--- config.mk ---
export PLATFORM = sky130hd
export DESIGN_NAME = lzwc_pack_flat
export DESIGN_NICKNAME = d
export VERILOG_FILES = /design/src/rtl/lzwc_pkg.sv /design/src/rtl/lzwc_ifs.sv /design/src/rtl/lzwc_pack.sv /design/src/flat_wrapper.sv
export SDC_FILE = /design/constraint.sdc
export NUM_CORES = 1
export LEC_CHECK = 0
export BUFFER_PORTS_ARGS = -buffer_cell sky130_fd_sc_hd__buf_2
export CORE_UTILIZATION = 38
export CTS_CLUSTER_DIAMETER = 200
export DETAILED_ROUTE_END_ITERATION = 10
export SLEW_MARGIN = 10
export SYNTH_ARGS = -nofsm -noshare
export SYNTH_HDL_FRONTEND = slang
export SYNTH_SLANG_ARGS = --single-unit
--- constraint.sdc ---
create_clock -name clk -period 4.59 [get_ports clk]
set_input_delay 0.459 -clock clk [delete_from_list [all_inputs] [get_ports clk]]
set_output_delay 0.459 -clock clk [all_outputs]
set_load 0.005 [all_outputs]
--- src/rtl/lzwc_pkg.sv ---
// lzwc_pkg: shared constants, item and command types for the LZW compressor.
// No dependencies; imported by every module of the block.
`timescale 1ns / 1ps
package lzwc_pkg;
  localparam int MAX_CODE_BITS = 12;
  localparam int CODE_W        = MAX_CODE_BITS;
  localparam int CW_W          = $clog2(MAX_CODE_BITS + 1);
  localparam int KEY_W         = CODE_W + 8;
  localparam int DICT_DEPTH    = 1 << MAX_CODE_BITS;
  localparam int EPOCH_W       = 8;
  localparam int ACC_W         = CODE_W + 8;
  localparam int FILL_W        = $clog2(ACC_W + 1);

  localparam logic [CODE_W-1:0] CLEAR_CODE  = CODE_W'(256);
  localparam logic [CODE_W-1:0] END_CODE    = CODE_W'(257);
  localparam logic [CODE_W-1:0] TOP_CODE    = {CODE_W{1'b1}};
  localparam logic [CW_W-1:0]   FIRST_WIDTH = CW_W'(9);
  localparam logic [31:0]       HASH_MULT   = 32'd2654435761;

  localparam logic OP_DATA = 1'b0;
  localparam logic OP_END  = 1'b1;

  typedef logic [1:0] cmd_kind_t;
  localparam cmd_kind_t CMD_CODE       = 2'd0;
  localparam cmd_kind_t CMD_ITEM_END   = 2'd1;
  localparam cmd_kind_t CMD_STREAM_END = 2'd2;

  typedef struct packed {
    logic       op;
    logic [7:0] data_byte;
  } item_t;

  typedef struct packed {
    cmd_kind_t         kind;
    logic [CODE_W-1:0] value;
    logic [CW_W-1:0]   width;
  } pack_cmd_t;
endpackage

--- src/rtl/lzwc_ifs.sv ---


interface lzwc_out_if;
  logic       valid;
  logic       ready;
  logic [7:0] out_byte;
  logic       run_last;
  logic       stream_done;
  modport source (output valid, out_byte, run_last, stream_done, input ready);
  modport sink   (input valid, out_byte, run_last, stream_done, output ready);
endinterface

--- src/rtl/lzwc_pack.sv ---
// lzwc_pack: bit packer; places codes MSB first into bytes filled from bit 0,
// holds one byte back to flag the last byte of a request. Depends on lzwc_pkg.
`timescale 1ns / 1ps
module lzwc_pack import lzwc_pkg::*; (
  input  logic         clk,
  input  logic         rst_n,
  input  pack_cmd_t    cmd,
  input  logic         cmd_valid,
  output logic         cmd_ready,
  lzwc_out_if.source   out_ch
);
  localparam int IDX_W = $clog2(CODE_W);

  logic [ACC_W-1:0]  acc_r, acc_nxt;
  logic [FILL_W-1:0] cnt_r, cnt_nxt;
  logic [7:0]        pend_r, pend_nxt;
  logic              pend_v_r, pend_v_nxt;
  logic [7:0]        ob_r, ob_nxt;
  logic              ol_r, ol_nxt;
  logic              od_r, od_nxt;
  logic              ov_r, ov_nxt;
  logic              out_free;

  function automatic logic [CODE_W-1:0] rev_code(input logic [CODE_W-1:0] value,
                                                 input logic [CW_W-1:0] width);
    logic [CODE_W-1:0] r;
    logic [CW_W-1:0]   idx;
    r = '0;
    for (int j = 0; j < CODE_W; j++) begin
      idx = width - CW_W'(1) - CW_W'(j);
      if (CW_W'(j) < width) begin
        r[j] = value[idx[IDX_W-1:0]];
      end
    end
    return r;
  endfunction

  assign out_free           = !ov_r || out_ch.ready;
  assign out_ch.valid       = ov_r;
  assign out_ch.out_byte    = ob_r;
  assign out_ch.run_last    = ol_r;
  assign out_ch.stream_done = od_r;

  always_comb begin
    acc_nxt    = acc_r;
    cnt_nxt    = cnt_r;
    pend_nxt   = pend_r;
    pend_v_nxt = pend_v_r;
    ob_nxt     = ob_r;
    ol_nxt     = ol_r;
    od_nxt     = od_r;
    ov_nxt     = ov_r && !out_ch.ready;
    cmd_ready  = 1'b0;

    if (cnt_r >= FILL_W'(8)) begin
      if (!pend_v_r || out_free) begin
        if (pend_v_r) begin
          ob_nxt = pend_r;
          ol_nxt = 1'b0;
          od_nxt = 1'b0;
          ov_nxt = 1'b1;
        end
        pend_nxt   = acc_r[7:0];
        pend_v_nxt = 1'b1;
        acc_nxt    = acc_r >> 8;
        cnt_nxt    = cnt_r - FILL_W'(8);
      end
    end else if (cmd_valid) begin
      case (cmd.kind)
        CMD_CODE: begin
          acc_nxt   = acc_r | (ACC_W'(rev_code(cmd.value, cmd.width)) << cnt_r);
          cnt_nxt   = cnt_r + FILL_W'(cmd.width);
          cmd_ready = 1'b1;
        end
        CMD_ITEM_END, CMD_STREAM_END: begin
          if (cmd.kind == CMD_STREAM_END && cnt_r != '0) begin
            // pad the partial byte with zeros
            cnt_nxt = FILL_W'(8);
          end else if (!pend_v_r) begin
            cmd_ready = 1'b1;
          end else if (out_free) begin
            ob_nxt     = pend_r;
            ol_nxt     = 1'b1;
            od_nxt     = (cmd.kind == CMD_STREAM_END);
            ov_nxt     = 1'b1;
            pend_v_nxt = 1'b0;
            cmd_ready  = 1'b1;
          end
        end
        default: begin
          cmd_ready = 1'b1;
        end
      endcase
    end
  end

  always_ff @(posedge clk) begin
    if (!rst_n) begin
      acc_r    <= '0;
      cnt_r    <= '0;
      pend_v_r <= 1'b0;
      ov_r     <= 1'b0;
    end else begin
      acc_r    <= acc_nxt;
      cnt_r    <= cnt_nxt;
      pend_v_r <= pend_v_nxt;
      ov_r     <= ov_nxt;
    end
  end

  always_ff @(posedge clk) begin
    pend_r <= pend_nxt;
    ob_r   <= ob_nxt;
    ol_r   <= ol_nxt;
    od_r   <= od_nxt;
  end

  a_done_is_last: assert property (@(posedge clk) disable iff (!rst_n)
    ov_r && od_r |-> ol_r)
    else $error("stream end not flagged as last byte");
endmodule

--- src/flat_wrapper.sv ---
// flat-port wrapper written by rule: the top's interface ports become plain ports
module lzwc_pack_flat import lzwc_pkg::*;
  (clk, rst_n, cmd, cmd_valid, cmd_ready, out_ch_valid, out_ch_out_byte, out_ch_run_last, out_ch_stream_done, out_ch_ready);
  lzwc_out_if out_ch_i ();
  input  logic clk;
  input  logic rst_n;
  input  pack_cmd_t cmd;
  input  logic cmd_valid;
  output logic cmd_ready;
  output wire logic [$bits(out_ch_i.valid)-1:0] out_ch_valid;
  output wire logic [$bits(out_ch_i.out_byte)-1:0] out_ch_out_byte;
  output wire logic [$bits(out_ch_i.run_last)-1:0] out_ch_run_last;
  output wire logic [$bits(out_ch_i.stream_done)-1:0] out_ch_stream_done;
  input wire logic [$bits(out_ch_i.ready)-1:0] out_ch_ready;
  assign out_ch_valid = out_ch_i.valid;
  assign out_ch_out_byte = out_ch_i.out_byte;
  assign out_ch_run_last = out_ch_i.run_last;
  assign out_ch_stream_done = out_ch_i.stream_done;
  assign out_ch_i.ready = out_ch_ready;
  lzwc_pack u_core (.clk(clk), .rst_n(rst_n), .cmd(cmd), .cmd_valid(cmd_valid), .cmd_ready(cmd_ready), .out_ch(out_ch_i));
endmodule
Yosys cells after proc, flatten, opt, wreduce, memory -nomap -nowiden

Cells that the tools add are included.

Logic and storage cells: 198
Bits in read-only memories: 0
Memories: 0
Bits in registers: 45
Input port bits: 22
Latch bits: 0
RAM bits: 0

Bitwise gates (word level): 1
Mux-type cells: 124
Reductions and logical operators: 20
Div/mod/pow operators: 0
$add $sub $neg: 14
Magnitude comparators: 25
Multiply operators: 0
Shift operators: 1
Equality and inequality tests: 5

Operators with widths:

| kind                  | number |
|---|---|
| $mux W1               | 95 |
| $mux W20              | 4 |
| $mux W8               | 8 |
| $lt A4 B5 Y1 const B  | 12 |
| $bmux W1 S4           | 12 |
| $mux W5               | 4 |
| $or A20 B20 Y20       | 1 |
| $shl A12 B5 Y20       | 1 |
| $lt A3 B4 Y1 const A  | 4 |
| $lt A4 B4 Y1 const A  | 4 |
| $sub A4 B3 Y4 const B | 4 |
| $sub A4 B4 Y4 const B | 4 |
| $pmux W5 S2           | 1 |
| $lt A1 B4 Y1 const A  | 2 |
| $lt A2 B4 Y1 const A  | 2 |
| $reduce_and A4 Y1     | 2 |
| $reduce_bool A2 Y1    | 4 |
| $sub A4 B1 Y4 const B | 2 |
| $sub A4 B2 Y4 const B | 2 |
| $reduce_and A6 Y1     | 1 |
| $add A5 B4 Y5         | 1 |
| $ge A5 B4 Y1 const B  | 1 |
| $reduce_bool A5 Y1    | 1 |
| $sub A5 B4 Y5 const B | 1 |
| other kinds (13)      | 17 |

Longest topological paths before layout

Word-level depth: 13
Depth in mapped cells: 15

Worst setup path before layout

OpenSTA, ideal clock, no wires.

Kind: input -> register
Start: input cmd[0] (netlist name)
End: register u_core.acc_r[9]
Cell stages on the path: 14
Arrival time: 3.556 ns
Slack: 0.950 ns
Setup time: 0.084 ns
Cells stage by stage: buf_2 -> clkinv_1 -> ha_1 -> buf_2 -> buf_4 -> buf_4 -> buf_2 -> o21bai_1 -> nand3_1 -> nand4_1 -> or4b_2 -> a211oi_1 -> a211oi_1 -> o31ai_2

Longest elaborated chain between the ends: 13
Elaborated cells on any way between the ends: 101
Classes of those cells: add/sub: 12; order compare: 12; shift: 1; mux: 75; bitwise: 1

RTL lines:

| what                                        | RTL line          | text |
|---|---|---|
| start, declared                             | flat_wrapper.sv:7 | `input pack_cmd_t cmd;` |
| $sub A4 B1 Y4                               | lzwc_pack.sv:30   | `idx = width - CW_W'(1) - CW_W'(j);` |
| $sub A4 B1 Y4, or another cell as far along | lzwc_pack.sv:30   |  |
| $bmux W1 S4                                 | lzwc_pack.sv:32   | `r[j] = value[idx[IDX_W-1:0]];` |
| $mux W1 (not written as such)               | lzwc_pack.sv:32   |  |
| $mux W1                                     | lzwc_pack.sv:31   | `if (CW_W'(j) < width) begin` |
| $mux W1                                     | lzwc_pack.sv:69   | `case (cmd.kind)` |
| $mux W1                                     | lzwc_pack.sv:68   | `end else if (cmd_valid) begin` |
| $mux W1                                     | lzwc_pack.sv:55   | `if (cnt_r >= FILL_W'(8)) begin` |
| $shl A12 B5 Y20 (*)                         | lzwc_pack.sv:71   | `acc_nxt = acc_r \| (ACC_W'(rev_code(cmd.value, cmd.width)) << cnt_r);` |
| $or A20 B20 Y20 (*)                         | lzwc_pack.sv:71   |  |
| $mux W20 (*)                                | lzwc_pack.sv:69   |  |
| $mux W20 (*)                                | lzwc_pack.sv:68   |  |
| $mux W20 (*)                                | lzwc_pack.sv:55   |  |
| end signal, assigned                        | lzwc_pack.sv:104  | `acc_r <= acc_nxt;` |
| end, declared                               | lzwc_pack.sv:14   | `logic [ACC_W-1:0] acc_r, acc_nxt;` |

Mark *: on every way between the ends. The rest lies on a longest branch, timed or not. The select of a mux whose other input is x is not followed.
A chain may end at the register's enable or synchronous reset.

Worst setup path after layout

Start: input cmd[2] (netlist name)
End: register u_core.acc_r[10]

Same word-level chain as after synthesis.

==> flow_summary_export.csv <==
group,metric,value,unit
status,outcome,"finished, final reports clean",
yosys,seq_area_frac_synth,0.2692,
sta,rsz0062_at_grt,"false",
yosys,synth_cell_types,69,
clocking,htreeDepth,2,
clocking,clock_path_buffers,2,
critical_path,worstPathArrival,3.97,ns
global_route,grt-busiest-layer,"met2",
place,hpwl,8398,um
critical_path,path_class,"primary input to flip-flop",
route,vias_per_cell,5.979,
sta,worst_pin_slew,1.070,ns
final_layout,area_growth,8.975,%
sta,slew_headroom,0.2812,
clocking,clk_root_buffer_cell,"clkbuf_8",
sta,period_share,0.8236,
critical_path,crit_fanout,14,
die,die_area,10980,um2
yosys,ys_seq_elements,45,
run,drv_cap,0,
route,drtIter0Drc,231,
yosys,synthFlopType,"dfxtp_1",
final_layout,layout_common_cells,"nor2_1, nand2_1, buf_2, dfxtp_1, o21ai_0",
final_layout,multi_input_area,2753,um2
route,drc,0,
sta,setup_viol,0,
global_route,grt_pass1_wl,18070,um
final_layout,antenna_cells,0,
clocking,cts_tree,"yes",
clocking,cts.clk_slew.worst_paths,0.08,ns
route,ant_nets,0,
sta,drv_slew,0,
final_layout,fin_nets,527,
global_route,use_met3,0.01871,
die,rows,37,
power_and_ir_drop,leakage,1.651,nW
yosys,synthesis.instances,472,
sta,layout_setup_ws,0.8096,ns
die,die_y,104.8,um
sta,hold_ws,0.4244,ns
power_and_ir_drop,vdd_drop_max,0.1779,mV
critical_path,endpoint_kind,"flip-flop",
yosys,synth.avg_cell_area,8.507,um2
clocking,postCtsSetupBuffers,0,
yosys,yosysWarningCount,0,
sta,timing.fmax,264.5,MHz
clocking,numCtsBuffers,5,
die,core_region_area,10280,um2
sta,hold_viol,0,
global_route,grt.met2_usage,0.3524,
final_layout,seqCellArea,1081,um2
route,wl_per_cell,17.38,um
global_route,grt_antenna_before_repair,0,
global_route,overflow,0,
yosys,synthArstFlopShare,0,
route,drtPass1Iterations,5,
global_route,grt_pass1_vias,3534,
yosys,synth_area,4015,um2
final_layout,final_util,0.4257,
clocking,cts_hold_buf,0,
clocking,cts_resized,0,
power_and_ir_drop,power_density,361.5,nW/um2
place,place_congestion,0.8975,
clocking,insertion_delay,0.30,ns
yosys,synth_edf_count,18,
global_route,grt_usage,0.2033,
critical_path,worstSetupStartpointType,"primary input",
place,dp_slack,0.5129,ns
final_layout,layout_commonest_cell,"nor2_1",
global_route,grt_start_max_net_pins,28,
die,start_util,0.3907,
sta,final.setup_skew,0.003208,ns
sta,tns,0,ns
critical_path,critPathRequiredTime,4.78,ns
sta,min_period,3.780,ns
route,routed_wl,10900,um
die,ios,34,
place,portBuffers,33,
clocking,clkSinkCount,45,
yosys,synth_nets,509,
die,die_x,104.8,um
min_path,min_path_type,"flip-flop to flip-flop",
global_route,grtUsageMet1,0.2527,
route,dr_total_vias,3749,
final_layout,layout-drive-gt1-share,0.1731,
final_layout,n_fill_cell,1046,
[kinds of logic after synthesis]
logic type	after synthesis	synth area share
simple gates	171	0.2044
flops	45	0.2692
xor+xnor	13	0.03023
compound gates	138	0.2434
mux	46	0.1589
buf+inv	44	0.04518
fa+ha+maj	15	0.04861
[state kept, by name, summed over array words and instances (netlist names)]
signal / flops
u_core.out_ch.out_byte: 8
u_core.acc_r: 20
u_core.out_ch.stream_done: 1
u_core.cnt_r: 5
u_core.pend_v_r: 1
u_core.pend_r: 8
u_core.out_ch.valid: 1
u_core.out_ch.run_last: 1
[area by class of cell]
class | instances | area share
clock inverters | 3 | 0.004861
clock buffers | 5 | 0.01573
flip-flops and latches | 45 | 0.2471
multi-input cells | 383 | 0.6291
inverters | 13 | 0.01115
well taps | 136 | 0.03889
repair buffers | 42 | 0.05319
[Yosys cell counts, drive strengths merged (3+ instances only)]
library cell / count / area share
nor2: 50 / 0.047
nand2: 40 / 0.037
dfxtp: 27 / 0.13
o21ai: 27 / 0.034
a21oi: 25 / 0.032
clkbuf: 23 / 0.022
nand3: 23 / 0.029
mux2i: 21 / 0.052
edfxtp: 18 / 0.13
and2: 14 / 0.022
ha: 14 / 0.044
mux4: 13 / 0.073
mux2: 12 / 0.034
inv: 11 / 0.010
xnor2: 10 / 0.022
nor2b: 9 / 0.014
or3: 9 / 0.015
buf: 8 / 0.012
nor3: 8 / 0.010
o211ai: 8 / 0.015
a21o: 7 / 0.013
a211oi: 6 / 0.011
a31oi: 6 / 0.0093
o31ai: 6 / 0.012
nand4: 5 / 0.0078
o32ai: 5 / 0.011
a22oi: 4 / 0.0075
a311oi: 4 / 0.0087
nand2b: 4 / 0.0062
o221ai: 4 / 0.0087
a21boi: 3 / 0.0065
a2bb2oi: 3 / 0.0065
a32o: 3 / 0.0075
nor4: 3 / 0.0047
o22ai: 3 / 0.0047
xor2: 3 / 0.0084
[through the flow]
step                      instance area, um2  total power, mW  instances
final                                   4375            1.582        627
after global routing                    4375            1.697        627
after CTS                               4375            1.586        627
after detailed placement                4285            1.338        619
after global placement                  4285            1.330        619
after floorplan                         4015            1.127        472
[path summary, 6_finish.rpt]
| path | start | endpoint | slack (ns) | cells after the start |
|---|---|---|---|---|
| worst max-delay path | cmd[2] | u_core.acc_r[10]$_SDFFE_PN0P_ | 0.81 | 11 |
| worst min-delay path | u_core.pend_r[2]$_DFFE_PP_ | u_core.out_ch.out_byte[2]$_DFFE_PP_ | 0.42 | 0 |
| worst max register to register | u_core.cnt_r[0]$_SDFFE_PN0P_ | u_core.acc_r[10]$_SDFFE_PN0P_ | 1.16 | 9 |
| worst min register to register | u_core.pend_r[2]$_DFFE_PP_ | u_core.out_ch.out_byte[2]$_DFFE_PP_ | 0.42 | 0 |
[power by group]
part / leakage, nW / internal [mW] / switching [mW]
Sequential: 0.387 / 0.515 / 0.0357
Combinational: 1.22 / 0.287 / 0.498
Clock: 0.0445 / 0.108 / 0.138
[metal layers]
| layer | up-vias | routed length [um] |
|---|---|---|
| li1 | 1819 | - |
| met1 | 1778 | 4872 |
| met2 | 118 | 5179 |
| met3 | 34 | 423 |
| met4 | 0 | 422 |
| met5 | - | 0 |
[critical path, stage by stage]
cell	delay (ns)
buf_2	0.29
inv_1	0.16
ha_1	0.30
a21boi_2	0.22
xnor2_1	0.85
xnor2_1	0.32
mux2_2	0.33
nor4_1	0.05
nor4b_1	0.44
mux2i_1	0.21
o41a_1	0.33
No activity file was read; power rests on OpenSTA's default activity.
