**src/rtl/lzwc_pkg.sv**
```systemverilog
// lzwc_pkg: shared constants, item and command types for the LZW compressor.
// No dependencies; imported by every module of the block.
`timescale 1ns / 1ps
package lzwc_pkg;
  localparam int MAX_CODE_BITS = 12;
  localparam int CODE_W        = MAX_CODE_BITS;
  localparam int CW_W          = $clog2(MAX_CODE_BITS + 1);
  localparam int KEY_W         = CODE_W + 8;
  localparam int DICT_DEPTH    = 1 << MAX_CODE_BITS;
  localparam int EPOCH_W       = 8;
  localparam int ACC_W         = CODE_W + 8;
  localparam int FILL_W        = $clog2(ACC_W + 1);

  localparam logic [CODE_W-1:0] CLEAR_CODE  = CODE_W'(256);
  localparam logic [CODE_W-1:0] END_CODE    = CODE_W'(257);
  localparam logic [CODE_W-1:0] TOP_CODE    = {CODE_W{1'b1}};
  localparam logic [CW_W-1:0]   FIRST_WIDTH = CW_W'(9);
  localparam logic [31:0]       HASH_MULT   = 32'd2654435761;

  localparam logic OP_DATA = 1'b0;
  localparam logic OP_END  = 1'b1;

  typedef logic [1:0] cmd_kind_t;
  localparam cmd_kind_t CMD_CODE       = 2'd0;
  localparam cmd_kind_t CMD_ITEM_END   = 2'd1;
  localparam cmd_kind_t CMD_STREAM_END = 2'd2;

  typedef struct packed {
    logic       op;
    logic [7:0] data_byte;
  } item_t;

  typedef struct packed {
    cmd_kind_t         kind;
    logic [CODE_W-1:0] value;
    logic [CW_W-1:0]   width;
  } pack_cmd_t;
endpackage

```
**src/rtl/lzwc_ifs.sv**
```systemverilog
// lzwc_ifs: valid/ready channel interfaces for input items and output bytes.
// No dependencies.
`timescale 1ns / 1ps
interface lzwc_in_if;
  logic       valid;
  logic       ready;
  logic       op;
  logic [7:0] data_byte;
  modport source (output valid, op, data_byte, input ready);
  modport sink   (input valid, op, data_byte, output ready);
endinterface


```
**src/rtl/lzwc_front.sv**
```systemverilog
// lzwc_front: accepts input requests and queues them in a two-entry FIFO.
// Depends on lzwc_pkg and lzwc_in_if.
`timescale 1ns / 1ps
module lzwc_front import lzwc_pkg::*; (
  input  logic   clk,
  input  logic   rst_n,
  lzwc_in_if.sink in_ch,
  output item_t  q_item,
  output logic   q_valid,
  input  logic   q_pop
);
  item_t      slot_r [2];
  logic       wr_ptr_r, wr_ptr_nxt;
  logic       rd_ptr_r, rd_ptr_nxt;
  logic [1:0] cnt_r, cnt_nxt;
  logic       push;
  item_t      in_item;

  assign in_ch.ready = (cnt_r != 2'd2);
  assign push        = in_ch.valid && in_ch.ready;
  assign q_valid     = (cnt_r != 2'd0);
  assign q_item      = slot_r[rd_ptr_r];

  // end requests carry no byte
  always_comb begin
    in_item.op        = in_ch.op;
    in_item.data_byte = (in_ch.op == OP_END) ? 8'd0 : in_ch.data_byte;
  end

  always_comb begin
    wr_ptr_nxt = push ? ~wr_ptr_r : wr_ptr_r;
    rd_ptr_nxt = (q_pop && q_valid) ? ~rd_ptr_r : rd_ptr_r;
    cnt_nxt    = cnt_r + {1'b0, push} - {1'b0, q_pop && q_valid};
  end

  always_ff @(posedge clk) begin
    if (!rst_n) begin
      wr_ptr_r <= 1'b0;
      rd_ptr_r <= 1'b0;
      cnt_r    <= 2'd0;
    end else begin
      wr_ptr_r <= wr_ptr_nxt;
      rd_ptr_r <= rd_ptr_nxt;
      cnt_r    <= cnt_nxt;
    end
  end

  always_ff @(posedge clk) begin
    if (push) begin
      slot_r[wr_ptr_r] <= in_item;
    end
  end
endmodule

```
**src/flat_wrapper.sv**
```systemverilog
// flat-port wrapper written by rule: the top's interface ports become plain ports
module lzwc_front_flat import lzwc_pkg::*;
  (clk, rst_n, q_item, q_valid, q_pop, in_ch_valid, in_ch_op, in_ch_data_byte, in_ch_ready);
  lzwc_in_if in_ch_i ();
  input  logic clk;
  input  logic rst_n;
  output item_t q_item;
  output logic q_valid;
  input  logic q_pop;
  input wire logic [$bits(in_ch_i.valid)-1:0] in_ch_valid;
  input wire logic [$bits(in_ch_i.op)-1:0] in_ch_op;
  input wire logic [$bits(in_ch_i.data_byte)-1:0] in_ch_data_byte;
  output wire logic [$bits(in_ch_i.ready)-1:0] in_ch_ready;
  assign in_ch_i.valid = in_ch_valid;
  assign in_ch_i.op = in_ch_op;
  assign in_ch_i.data_byte = in_ch_data_byte;
  assign in_ch_ready = in_ch_i.ready;
  lzwc_front u_core (.clk(clk), .rst_n(rst_n), .in_ch(in_ch_i), .q_item(q_item), .q_valid(q_valid), .q_pop(q_pop));
endmodule
```
**config.mk**
```make
export PLATFORM = sky130hd
export DESIGN_NAME = lzwc_front_flat
export DESIGN_NICKNAME = d
export VERILOG_FILES = /design/src/rtl/lzwc_pkg.sv /design/src/rtl/lzwc_ifs.sv /design/src/rtl/lzwc_front.sv /design/src/flat_wrapper.sv
export SDC_FILE = /design/constraint.sdc
export NUM_CORES = 1
export LEC_CHECK = 0
export ABC_AREA = 1
export BUFFER_PORTS_ARGS = -buffer_cell sky130_fd_sc_hd__buf_4
export CORE_MARGIN = 3
export CORE_UTILIZATION = 51
export DETAILED_ROUTE_END_ITERATION = 12
export PLACE_DENSITY = 0.76
export SETUP_SLACK_MARGIN = 0.4
export SLEW_MARGIN = 10
export SYNTH_ARGS = -nofsm -noshare
export SYNTH_HDL_FRONTEND = slang
export SYNTH_SLANG_ARGS = --single-unit
```
**constraint.sdc**
```tcl
create_clock -name clk -period 1.62 [get_ports clk]
set_input_delay 0.081 -clock clk [delete_from_list [all_inputs] [get_ports clk]]
set_output_delay 0.081 -clock clk [all_outputs]
set_load 0.02 [all_outputs]
```
# Word level (Yosys, flattened, before mapping)
# Memories as Yosys holds them, arrays and structs flattened. A register that Yosys moved wholly into a read port is not among the register bits.
# Index checks and enable logic that the tools add are counted.
# totals
register_bits	4
ramBits	18
input_bits	13
out_inout_bits	11
elab_cells	17
memories	1
# mem_list
memory	words	width	read_ports	rd_ports_with_merged_regs	write_ports	line	rtl
u_core.slot_r	2	9	1	1	1	lzwc_front.sv:12	item_t slot_r [2];
# classes
add_sub_neg	2
eq_ne	1
muxes	5
bitwise_logic	2
n_reduce_logical	3
# ops
operator	count
$mux W8	1
$mux W1	4
$add A2 B1 Y2	1
$logic_and A1 B1 Y1	2
$ne A2 B2 Y1 const B	1
$not A1 Y1	2
$reduce_bool A2 Y1	1
$sub A2 B1 Y2	1

# Longest topological paths before layout
# Gate-level depths: netlist of the first run.
# logic_depth
depth_word	4
mapped_depth	10
depth_no_buf	10

# Worst setup path after synthesis of the first run
# No wires, ideal clock.
# synth_path
path_type	reg2reg
startpoint	register u_core.cnt_r[0]
endpoint	memory u_core.slot_r[0][0] in the netlist's numbering, enable pin
setup_time_ns	0.374
t_arrival_ns	1.005
t_required_ns	1.246
setup_slack_ns	0.241
path_stages_with_launch	5
path_buffers	0
period_less_slack_ns	1.379
cell_sequence	dfxtp_1 > inv_2 > nand2_2 > nand2_1 > nor2_1
# synth_between
elab_chain_cells	4
# synth_rtl
item	line	rtl
start: declaration	lzwc_front.sv:15	logic [1:0] cnt_r, cnt_nxt;
start signal: assignment	lzwc_front.sv:44	cnt_r <= cnt_nxt;
$ne A2 B2 Y1	lzwc_front.sv:19	assign in_ch.ready = (cnt_r != 2'd2);
named net in_ch_ready	flat_wrapper.sv:13	output wire logic [$bits(in_ch_i.ready)-1:0] in_ch_ready;
$logic_and A1 B1 Y1	lzwc_front.sv:20	assign push = in_ch.valid && in_ch.ready;
$mux W1	lzwc_front.sv:49	if (push) begin
$mux W1 (not written as such)	lzwc_front.sv:50	slot_r[wr_ptr_r] <= in_item;
end: declaration	lzwc_front.sv:12	
# The timed path passes the listed nets, and every way through them passes these cells.

# Final worst setup path of the first run
# layout_path
startpoint	register u_core.cnt_r[1]
endpoint	register u_core.cnt_r[1]
# layout_between
elab_chain_cells	4
word_cells_on_any_way	6
cone_classes	2 x add/sub; 1 x eq/ne; 3 x reduce/logical
# layout_rtl
item	line	rtl
$ne A2 B2 Y1	lzwc_front.sv:19	
$logic_and A1 B1 Y1	lzwc_front.sv:20	
$add A2 B1 Y2	lzwc_front.sv:33	cnt_nxt = cnt_r + {1'b0, push} - {1'b0, q_pop && q_valid};
$sub A2 B1 Y2 (*)	lzwc_front.sv:33	
# Mark *: on every way between the ends. The rest lies on a longest branch, timed or not.
# A chain may end at the register's enable or synchronous reset.

==> metrics.yaml, run 1 <==
job:
  cap_violations: 0
yosys:
  yosysTopAreaCell: "edfxtp_1"
  synth_area_um2: 1010
  synth_nets: 98
  yosys_warnings: 0
  ys_seq_area_share_pct: 63.7
  synth_cells: 83
  synthTopCellsByArea: "edfxtp_1 54%, mux2_4 13%, dfxtp_1 10%"
  ys_ff_latch: 23
  synth_top_area_share_pct: 53.7
  synth.distinct_cells: 14
  syn_avg_cell_area_um2: 12.1
sta:
  maxSlewViolCount: 0
  finalClockSkew_ps: 5.78
  setup-tns-final_ps: 0
  hold_violations: 0
  rsz0062_at_grt: "true"
  slew_headroom_pct: 89.4
  max_freq_mhz: 746
  fin_crit_sh_pct: 82.8
  setup_viol: 0
  fin_ws_ps: 279
  worstMarginPinSlew_ps: 158
  post-route-min-period_ps: 1340
worst_setup_path:
  cp.required_ps: 1820
  worst-setup-path-type: "flip-flop to flip-flop"
  r2r-end: "u_core.cnt_r[1]"
  ff2ff_setup_slack_ps: 280
  reg2reg_depth: 9
  end_kind: "flip-flop"
  cp.arrival_ps: 1540
  timing.rr.start: "u_core.cnt_r[1]"
  path_max_fanout: 2
  start_kind: "flip-flop"
  endpoint: "u_core.cnt_r[1]"
  crit_start: "u_core.cnt_r[1]"
die:
  io_pins: 24
  start_util_pct: 55.8
  rows: 15
  core_area_um2: 1800
  fp.dieW_um: 50.4
  fp.dieH_um: 50.4
  dieArea_um2: 2540
route:
  drt_wl_total_um: 1820
  drt_first_pass_iters: 4
  vias: 660
  drc: 0
  drt-vias-per-instance: 4.75
  post_drt_wl_per_cell_um: 13.1
  drt_iter0_drc: 1
  ant_nets: 0
grt:
  grt_antenna_before_repair: 0
  grt_max_degree: 14
  grt_pass1_vias: 656
  grt_use_total_pct: 15.9
  grt_pass1_wl_um: 2920
  overflow: 0
final_layout:
  diodes: 0
  nets: 130
  drive_gt1_share_pct: 52.6
  finalInstanceArea_um2: 1370
  final_common_cell: "edfxtp_1"
  area_delta_synth_final_pct: 36.6
  mostFrequentLayoutCells: "18 x edfxtp_1, 16 x buf_4, 13 x inv_1, 13 x nor2_1, 11 x buf_6"
power:
  peakVddDrop_uv: 1020
  total_power_mw: 2.10
  leakagePower_nw: 0.622
  power.density_nw_per_um2: 1530
min_path:
  hp-class: "input pin to flip-flop"
clock_network:
  clk_latency_ps: 300
  numCtsBuffers: 3
  clockRootBuffer: "clkbuf_4"
  cts.clk_slew.worst_paths_ps: 120
  clock_path_buffers: 2
  htree_levels: 1
  cts_tree: "yes"
  clock-sinks: 23
place:
  dpl.hpwl_um: 1180
  placed_cell_area_um2: 1220
  place_worst_setup_slack_ps: 253
  port_buffers: 23
  gp_congestion: 0.667
run_status:
  status: "finished, final reports clean"
[registers in the layout, indices dropped and copies added (netlist names), named ones only]
name,cells
u_core.slot_r,18
u_core.cnt_r,2
u_core.rd_ptr_r,1
u_core.wr_ptr_r,1
[where the power goes]
| part | switching (mW) | internal (mW) |
|---|---|---|
| clock | 0.162 | 0.0919 |
| sequential | 0.0534 | 0.772 |
| combinational | 0.504 | 0.518 |
| total | 0.719 | 1.38 |
[area by class of cell]
cell class | instances | area, µm²
Sequential cell | 23 | 644
Fill cell | 129 | 428
Multi-Input combinational cell | 41 | 328
Timing Repair Buffer | 29 | 274
Inverter | 17 | 68.8
Tap cell | 25 | 31.3
Clock buffer | 3 | 22.5
Clock inverter | 1 | 5.00
[through the flow]
stage	std cells	hold slack, ps	utilization (%)
after floorplan	83	174	-
after CTS	139	46.0	74.7
after global placement	130	305	67.5
final	139	56.3	76.3
after detailed placement	130	307	67.5
after global routing	139	52.0	76.3
[what timing repair did]
| action | 4_1_cts | 5_1_grt |
|---|---|---|
| gates resized for setup | 16 | 10 |
| pin swaps | 4 | 1 |
| hold buffers | 1 | 0 |
| setup buffers | 3 | 0 |
| endpoints found under the hold margin | 1 | 0 |
| setup endpoints to repair | 29 | 23 |
| cloned | 1 | 0 |
[cell usage after synthesis]
cell	instances
nand2_1	7
inv_2	1
clkbuf_1	1
nand2_2	2
edfxtp_1	18
dfxtp_1	5
mux2_4	9
buf_6	1
nand3_1	3
ha_1	2
nor2_1	15
a21oi_1	2
inv_1	16
nor2_2	1
[metal layers]
| metal | global-route usage (%) | up-vias | wire length (µm) |
|---|---|---|---|
| met5 | 0 | - | 0 |
| met4 | 5.83 | 0 | 14 |
| met3 | 2.97 | 2 | 72 |
| met2 | 29.1 | 14 | 1040 |
| met1 | 18.2 | 317 | 696 |
| li1 | - | 327 | - |
[worst max-delay path, cell delays in order (launching register included)]
cell and delay (ps):
dfxtp_2 350, nor2_2 110, nor2_2 50, ha_1 280, inv_2 40, ha_4 150, inv_1 60, nand2_2 60
a21oi_2 110, nor2_1 50
[cell families (layout without fill, tap and decap cells)]
kind of cell | Yosys count | count (layout) | share of synthesized area, %
compound gates | 2 | 2 | 0.995
fa+ha+maj | 2 | 2 | 2.49
buf+inv | 19 | 50 | 7.84
flops | 23 | 23 | 63.7
mux | 9 | 9 | 13.4
simple gates | 28 | 28 | 11.6
[worst min-delay path by stage]
stage | start | endpoint | slack (ps) | depth (start not counted)
4_1_cts | in_ch_valid | u_core.wr_ptr_r | 50 | 3
3_3_place_gp | rst_n | u_core.cnt_r[0] | 300 | 3
2_1_floorplan | rst_n | u_core.cnt_r[0] | 170 | 2
5_1_grt | in_ch_op | u_core.slot_r[0][8] | 50 | 1
6_report | in_ch_op | u_core.slot_r[0][8] | 60 | 1
3_5_place_dp | rst_n | u_core.cnt_r[0] | 310 | 3
Note: power is estimated with default switching activity, not from simulation.
==> run 2: changes to the inputs <==
--- a/config.mk
+++ b/config.mk
@@ -8,9 +8,9 @@
 export ABC_AREA = 1
 export BUFFER_PORTS_ARGS = -buffer_cell sky130_fd_sc_hd__buf_4
 export CORE_MARGIN = 3
-export CORE_UTILIZATION = 51
+export CORE_UTILIZATION = 46
 export DETAILED_ROUTE_END_ITERATION = 12
-export PLACE_DENSITY = 0.76
+export PLACE_DENSITY = 0.73
 export SETUP_SLACK_MARGIN = 0.4
 export SLEW_MARGIN = 10
 export SYNTH_ARGS = -nofsm -noshare
==> constraint.sdc (replaced) <==
create_clock -name clk -period 1.2 [get_ports clk]
set_input_delay 0.06 -clock clk [delete_from_list [all_inputs] [get_ports clk]]
set_output_delay 0.06 -clock clk [all_outputs]
set_load 0.02 [all_outputs]
==> run 2 against run 1 <==
Net effect: the flow now finishes with violations (negative setup slack); combinational power is 88% higher; core utilization up 2.0 points; total power grew 63%; wire length rose by 24%; setup slack worse by 440 ps; non-clock buffer count up 11; via count grew 9.4%; maximum frequency is 1.7% lower; critical path type unchanged; critical endpoint unchanged; largest cell class unchanged; highest routed layer unchanged.
==> metrics.yaml, run 2 (synthesized netlist as in run 1, its figures left out) <==
run_status:
  status: "complete, but fails checks"
  violations: "negative setup slack"
route:
  drt_iter0_drc: 16  # +15
  ant_nets: 0  # unchanged
  drt_wl_total_um: 2250  # +24%
  drt-vias-per-instance: 4.72  # -0.62%
  drt_first_pass_iters: 4  # unchanged
  post_drt_wl_per_cell_um: 14.7  # +12%
  drc: 0  # unchanged
  vias: 722  # +9.4%
final_layout:
  diodes: 0  # unchanged
  mostFrequentLayoutCells: "21 x buf_6, 18 x edfxtp_1, 15 x buf_4"
  largest_register: "u_core.slot_r"
  largest_reg_flops: 18  # unchanged
  final_common_cell: "buf_6"
  nets: 142  # +9.2%
  final.fill_count: 126  # -2.3%
  multi_input_area_um2: 369  # +13%
  stdcell_count: 153  # +10%
  post-route-util_pct: 78.2  # +2.0 points
  seqCellArea_um2: 647  # +0.39%
  area_delta_synth_final_pct: 57.2
  drive_gt1_share_pct: 59.5  # +6.9 points
  largestRegisters: "u_core.slot_r: 18 flops, u_core.cnt_r: 2 flops"
worst_setup_path:
  cp.arrival_ps: 1620  # +80 ps
  cp.required_ps: 1460  # -360 ps
  crit_chain: "nor2_2 -> nor2_2 -> ha_1 -> inv_2 -> ha_4 -> inv_2 -> nand2_2 -> nand3_1 -> nand2_1 -> nor2_1"
  worst-setup-path-type: "flip-flop to flip-flop"
  critPathMaxStageDelay_ps: 350  # about the same
  start_kind: "flip-flop"
  end_kind: "flip-flop"
  cpMaxStageDelayCell: "dfxtp_2"
  path_max_fanout: 2  # unchanged
place:
  port_buffers: 23  # unchanged
  place_worst_setup_slack_ps: -114  # -367 ps
  dpl.hpwl_um: 1200  # +1.8%
  gp_congestion: 0.645  # -3.2%
  placed_cells: 134  # +3.1%
sta:
  rsz0062_at_grt: "true"
  fin_crit_sh_pct: 114  # +31 points
  max_freq_mhz: 734  # -1.7%
  setup-tns-final_ps: -3050  # -3050 ps
  slew_headroom_pct: 84.3  # -5.2 points
  hold_violations: 0  # unchanged
  maxSlewViolCount: 0  # unchanged
  timing.hold.ws_ps: 17.3  # -39.0 ps
  worstMarginPinSlew_ps: 236  # +77.2 ps
  post-route-min-period_ps: 1360  # +22.6 ps
  fin_ws_ps: -163  # -443 ps
  setup_viol: 31  # +31
  finalClockSkew_ps: 13.0  # +7.24 ps
die:
  fp.dieH_um: 52.8  # +4.7%
  fp.dieW_um: 52.8  # +4.7%
  rows: 16  # +1
  start_util_pct: 49.8  # -6.1 points
  io_pins: 24  # unchanged
  core_area_um2: 2020  # +12%
  dieArea_um2: 2780  # +9.6%
grt:
  grt_max_degree: 13  # -1
  grt_pass1_vias: 758  # +16%
  overflow: 0  # unchanged
  grt_pass1_wl_um: 3510  # +20%
  grt_use_total_pct: 18.5  # +2.6 points
  grt_antenna_before_repair: 0  # unchanged
clock_network:
  clock_path_buffers: 2  # unchanged
  clockRootBuffer: "clkbuf_4"
  cts_tree: "yes"
  htree_levels: 1  # unchanged
  cts.clk_slew.worst_paths_ps: 130  # about the same
  numCtsBuffers: 3  # unchanged
  clk_latency_ps: 320  # +20 ps
  clock-sinks: 23  # unchanged
job:
  cap_violations: 0  # unchanged
min_path:
  hp-class: "input pin to flip-flop"
power:
  power.density_nw_per_um2: 2160  # +42%
  peakVddDrop_uv: 1720  # +70%
  leakagePower_nw: 0.700  # +12%
-- run 2: final timing paths --
check | startpoint | end | slack (ps) | cells after the start
setup reg to reg | u_core.cnt_r[1] | u_core.cnt_r[1] | -160 | 10
hold / removal | in_ch_op | u_core.slot_r[1][8] | 20 | 1
hold reg to reg | u_core.rd_ptr_r | u_core.rd_ptr_r | 540 | 2
setup / recovery | u_core.cnt_r[1] | u_core.cnt_r[1] | -160 | 10
-- run 2: critical path, delay by kind of cell (launching register included) --
family                   cells  cell delay, ps
adder cells (fa/ha/maj)      2             430
AND/OR/NAND/NOR              6             430
buffers and inverters        2              90
flip-flops                   1             350
-- run 2: where the power goes --
| part | internal [mW] | switching, mW | total, mW |
|---|---|---|---|
| clock | 0.130 | 0.228 | 0.358 |
| combinational | 1.06 | 0.867 | 1.92 |
| sequential | 1.05 | 0.0942 | 1.14 |
| total | 2.23 | 1.19 | 3.42 |
-- run 2: cell type report --
class | count | share of cell area, %
well taps | 27 | 2.14
clock buffers | 4 | 1.66
repair buffers | 40 | 26.8
inverters | 17 | 4.67
repair inverters | 1 | 0.475
flip-flops and latches | 23 | 40.9
multi-input cells | 41 | 23.3
-- run 2: what timing repair did --
item	4_1_cts	5_1_grt
hold buffers	1	0
buffers inserted	9	3
setup endpoints to repair	34	34
pin swaps	6	7
cloned	2	0
endpoints found under the hold margin	3	0
gates resized for setup	40	6
-- run 2: routing by layer --
layer	share of wire (%)	global-route usage, %
met5	0	0
met4	2.4	11.1
met3	3.9	2.85
met2	56	32.2
met1	37	21.0
-- run 2: per-stage QoR --
stage	total power, mW	instance area (µm²)
floorplan	1.90	1040
global placement	2.24	1250
detailed placement	2.29	1250
CTS	3.26	1550
global route	3.59	1580
finish	3.42	1580
==> run 3: changes to the inputs <==
--- a/config.mk
+++ b/config.mk
@@ -7,10 +7,11 @@
 export LEC_CHECK = 0
 export ABC_AREA = 1
 export BUFFER_PORTS_ARGS = -buffer_cell sky130_fd_sc_hd__buf_4
+export CORE_ASPECT_RATIO = 0.75
 export CORE_MARGIN = 3
 export CORE_UTILIZATION = 46
 export DETAILED_ROUTE_END_ITERATION = 12
-export PLACE_DENSITY = 0.73
+export PLACE_DENSITY = 0.7
 export SETUP_SLACK_MARGIN = 0.4
 export SLEW_MARGIN = 10
 export SYNTH_ARGS = -nofsm -noshare
==> run 3 against run 2 <==
Net effect: the run still ends with negative setup slack left; via count grew 3.2%; critical path depth shrank 1; design area grew 1.8%; sequential share of layout area shrank 0.73 points; register-to-register slack is essentially flat; wire length grew 5.5%; largest cell class unchanged.
==> metrics.yaml, run 3 (synthesized netlist as in run 1, its figures left out) <==
die:
  rows: 13  # -3
  core_area_um2: 1890  # -6.7%
  start_util_pct: 53.3  # +3.6 points
  fp.dieW_um: 60  # +14%
  fp.dieH_um: 46.5  # -12%
  dieArea_um2: 2790  # +0.21%
  io_pins: 24  # unchanged
route:
  drt_first_pass_iters: 4  # unchanged
  drt_wl_total_um: 2370  # +5.5%
  vias: 745  # +3.2%
  drt_iter0_drc: 18  # +2
  ant_nets: 0  # unchanged
  drc: 0  # unchanged
  drt-vias-per-instance: 4.93  # +4.6%
  post_drt_wl_per_cell_um: 15.7  # +6.9%
grt:
  grt_pass1_vias: 714  # -5.8%
  grt_pass1_wl_um: 3330  # -5.1%
  grt_max_degree: 14  # +1
  grt_use_total_pct: 17.6  # -0.86 points
  grt_antenna_before_repair: 0  # unchanged
  overflow: 0  # unchanged
place:
  dpl.hpwl_um: 1350  # +13%
  port_buffers: 23  # unchanged
  place_worst_setup_slack_ps: -143  # -28.6 ps
  gp_congestion: 0.674  # +4.5%
sta:
  fin_ws_ps: -154  # +9.65 ps
  rsz0062_at_grt: "true"
  setup_viol: 31  # unchanged
  hold_violations: 0  # unchanged
  max_freq_mhz: 739  # +0.71%
  finalClockSkew_ps: 4.77  # -8.24 ps
  post-route-min-period_ps: 1350  # -9.65 ps
  maxSlewViolCount: 0  # unchanged
  slew_headroom_pct: 82.8  # -1.5 points
  fin_crit_sh_pct: 113  # -0.80 points
  worstMarginPinSlew_ps: 258  # +22.2 ps
worst_setup_path:
  worst-setup-path-type: "flip-flop to flip-flop"
  cp.required_ps: 1410  # -50 ps
  path_max_fanout: 2  # unchanged
  cp.arrival_ps: 1570  # -50 ps
  start_kind: "flip-flop"
  reg2reg_depth: 9  # -1
  end_kind: "flip-flop"
clock_network:
  clock-sinks: 23  # unchanged
  clock_path_buffers: 2  # unchanged
  cts_tree: "yes"
  htree_levels: 1  # unchanged
  cts.clk_slew.worst_paths_ps: 120  # about the same
  numCtsBuffers: 3  # unchanged
  clk_latency_ps: 300  # -20 ps
  clockRootBuffer: "clkbuf_4"
final_layout:
  nets: 145  # +2.1%
  final_common_cell: "buf_6"
  largestRegisters: "u_core.slot_r: 18 flops, u_core.cnt_r: 2 flops"
  multi_input_area_um2: 378  # +2.4%
  drive_gt1_share_pct: 63.6  # +4.0 points
  mostFrequentLayoutCells: "25 x buf_6, 18 x edfxtp_1, 15 x buf_4"
  largest_reg_flops: 18  # unchanged
  final.fill_count: 97  # -23%
  seqCellArea_um2: 647  # unchanged
  diodes: 0  # unchanged
  largest_register: "u_core.slot_r"
  area_delta_synth_final_pct: 60.1
power:
  peakVddDrop_uv: 1850  # +7.6%
  total_power_mw: 3.53  # +3.2%
  leakagePower_nw: 0.720  # +2.8%
  power.density_nw_per_um2: 2190  # +1.4%
min_path:
  hp-class: "input pin to flip-flop"
  hold_depth: 1  # unchanged
run_status:
  status: "complete, but fails checks"
  violations: "negative setup slack"
job:
  cap_violations: 0  # unchanged
run 3: final cells by class:
class,instances,share of cell area (%)
multi-input combinational,41,23.5
clock buffer,3,1.40
sequential,23,40.2
inverter,17,4.43
timing repair inverter,1,0.466
clock inverter,1,0.311
timing repair buffer,43,28.0
tap,22,1.71
run 3: path summary, 6_finish.rpt:
check	start	end	slack, ps
max	u_core.cnt_r[1]	u_core.cnt_r[1]	-150
min	in_ch_op	u_core.slot_r[0][8]	30
min reg2reg	u_core.rd_ptr_r	flip-flop	580
max reg2reg	u_core.cnt_r[1]	u_core.cnt_r[1]	-150
run 3: metal layers:
| metal | global-route usage [%] | up-vias | share of wire, % |
|---|---|---|---|
| met2 | 33.4 | 29 | 53 |
| met5 | 0 | - | 0 |
| met1 | 19.2 | 351 | 39 |
| met4 | 3.98 | 0 | 1.2 |
| li1 | - | 357 | - |
| met3 | 5.60 | 8 | 6.9 |
run 3: what timing repair did:
item	in CTS	in global routing
hold endpoints to repair	2	0
setup buffers	9	5
gates cloned	2	0
hold buffers	1	0
pin swaps	8	13
resized for setup	31	19
setup endpoints to repair	34	34
run 3: through the flow:
stage	hold slack [ps]	area (µm²)	std cells	setup TNS [ps]	utilization [%]
global placement	294	1260	130	-74.9	67.0
global route	19.9	1610	151	-4180	85.3
detailed placement	304	1260	130	-143	67.0
finish	33.4	1610	151	-2950	85.3
floorplan	158	1040	83	-72.6	-
CTS	18.3	1510	146	-1600	80.0
run 3: power breakdown:
group	internal, mW	switching, mW
registers	1.05	0.0958
logic	1.14	0.905
clock network	0.124	0.222
total	2.31	1.22
run 3: critical path: stages (launching register included):
cell and delay, ps:
dfxtp_2 350, nor2_2 120, nor2_2 50, ha_1 280, inv_2 40, ha_4 150, inv_2 40, nand2_2 50
a21oi_2 120, nor2_1 50
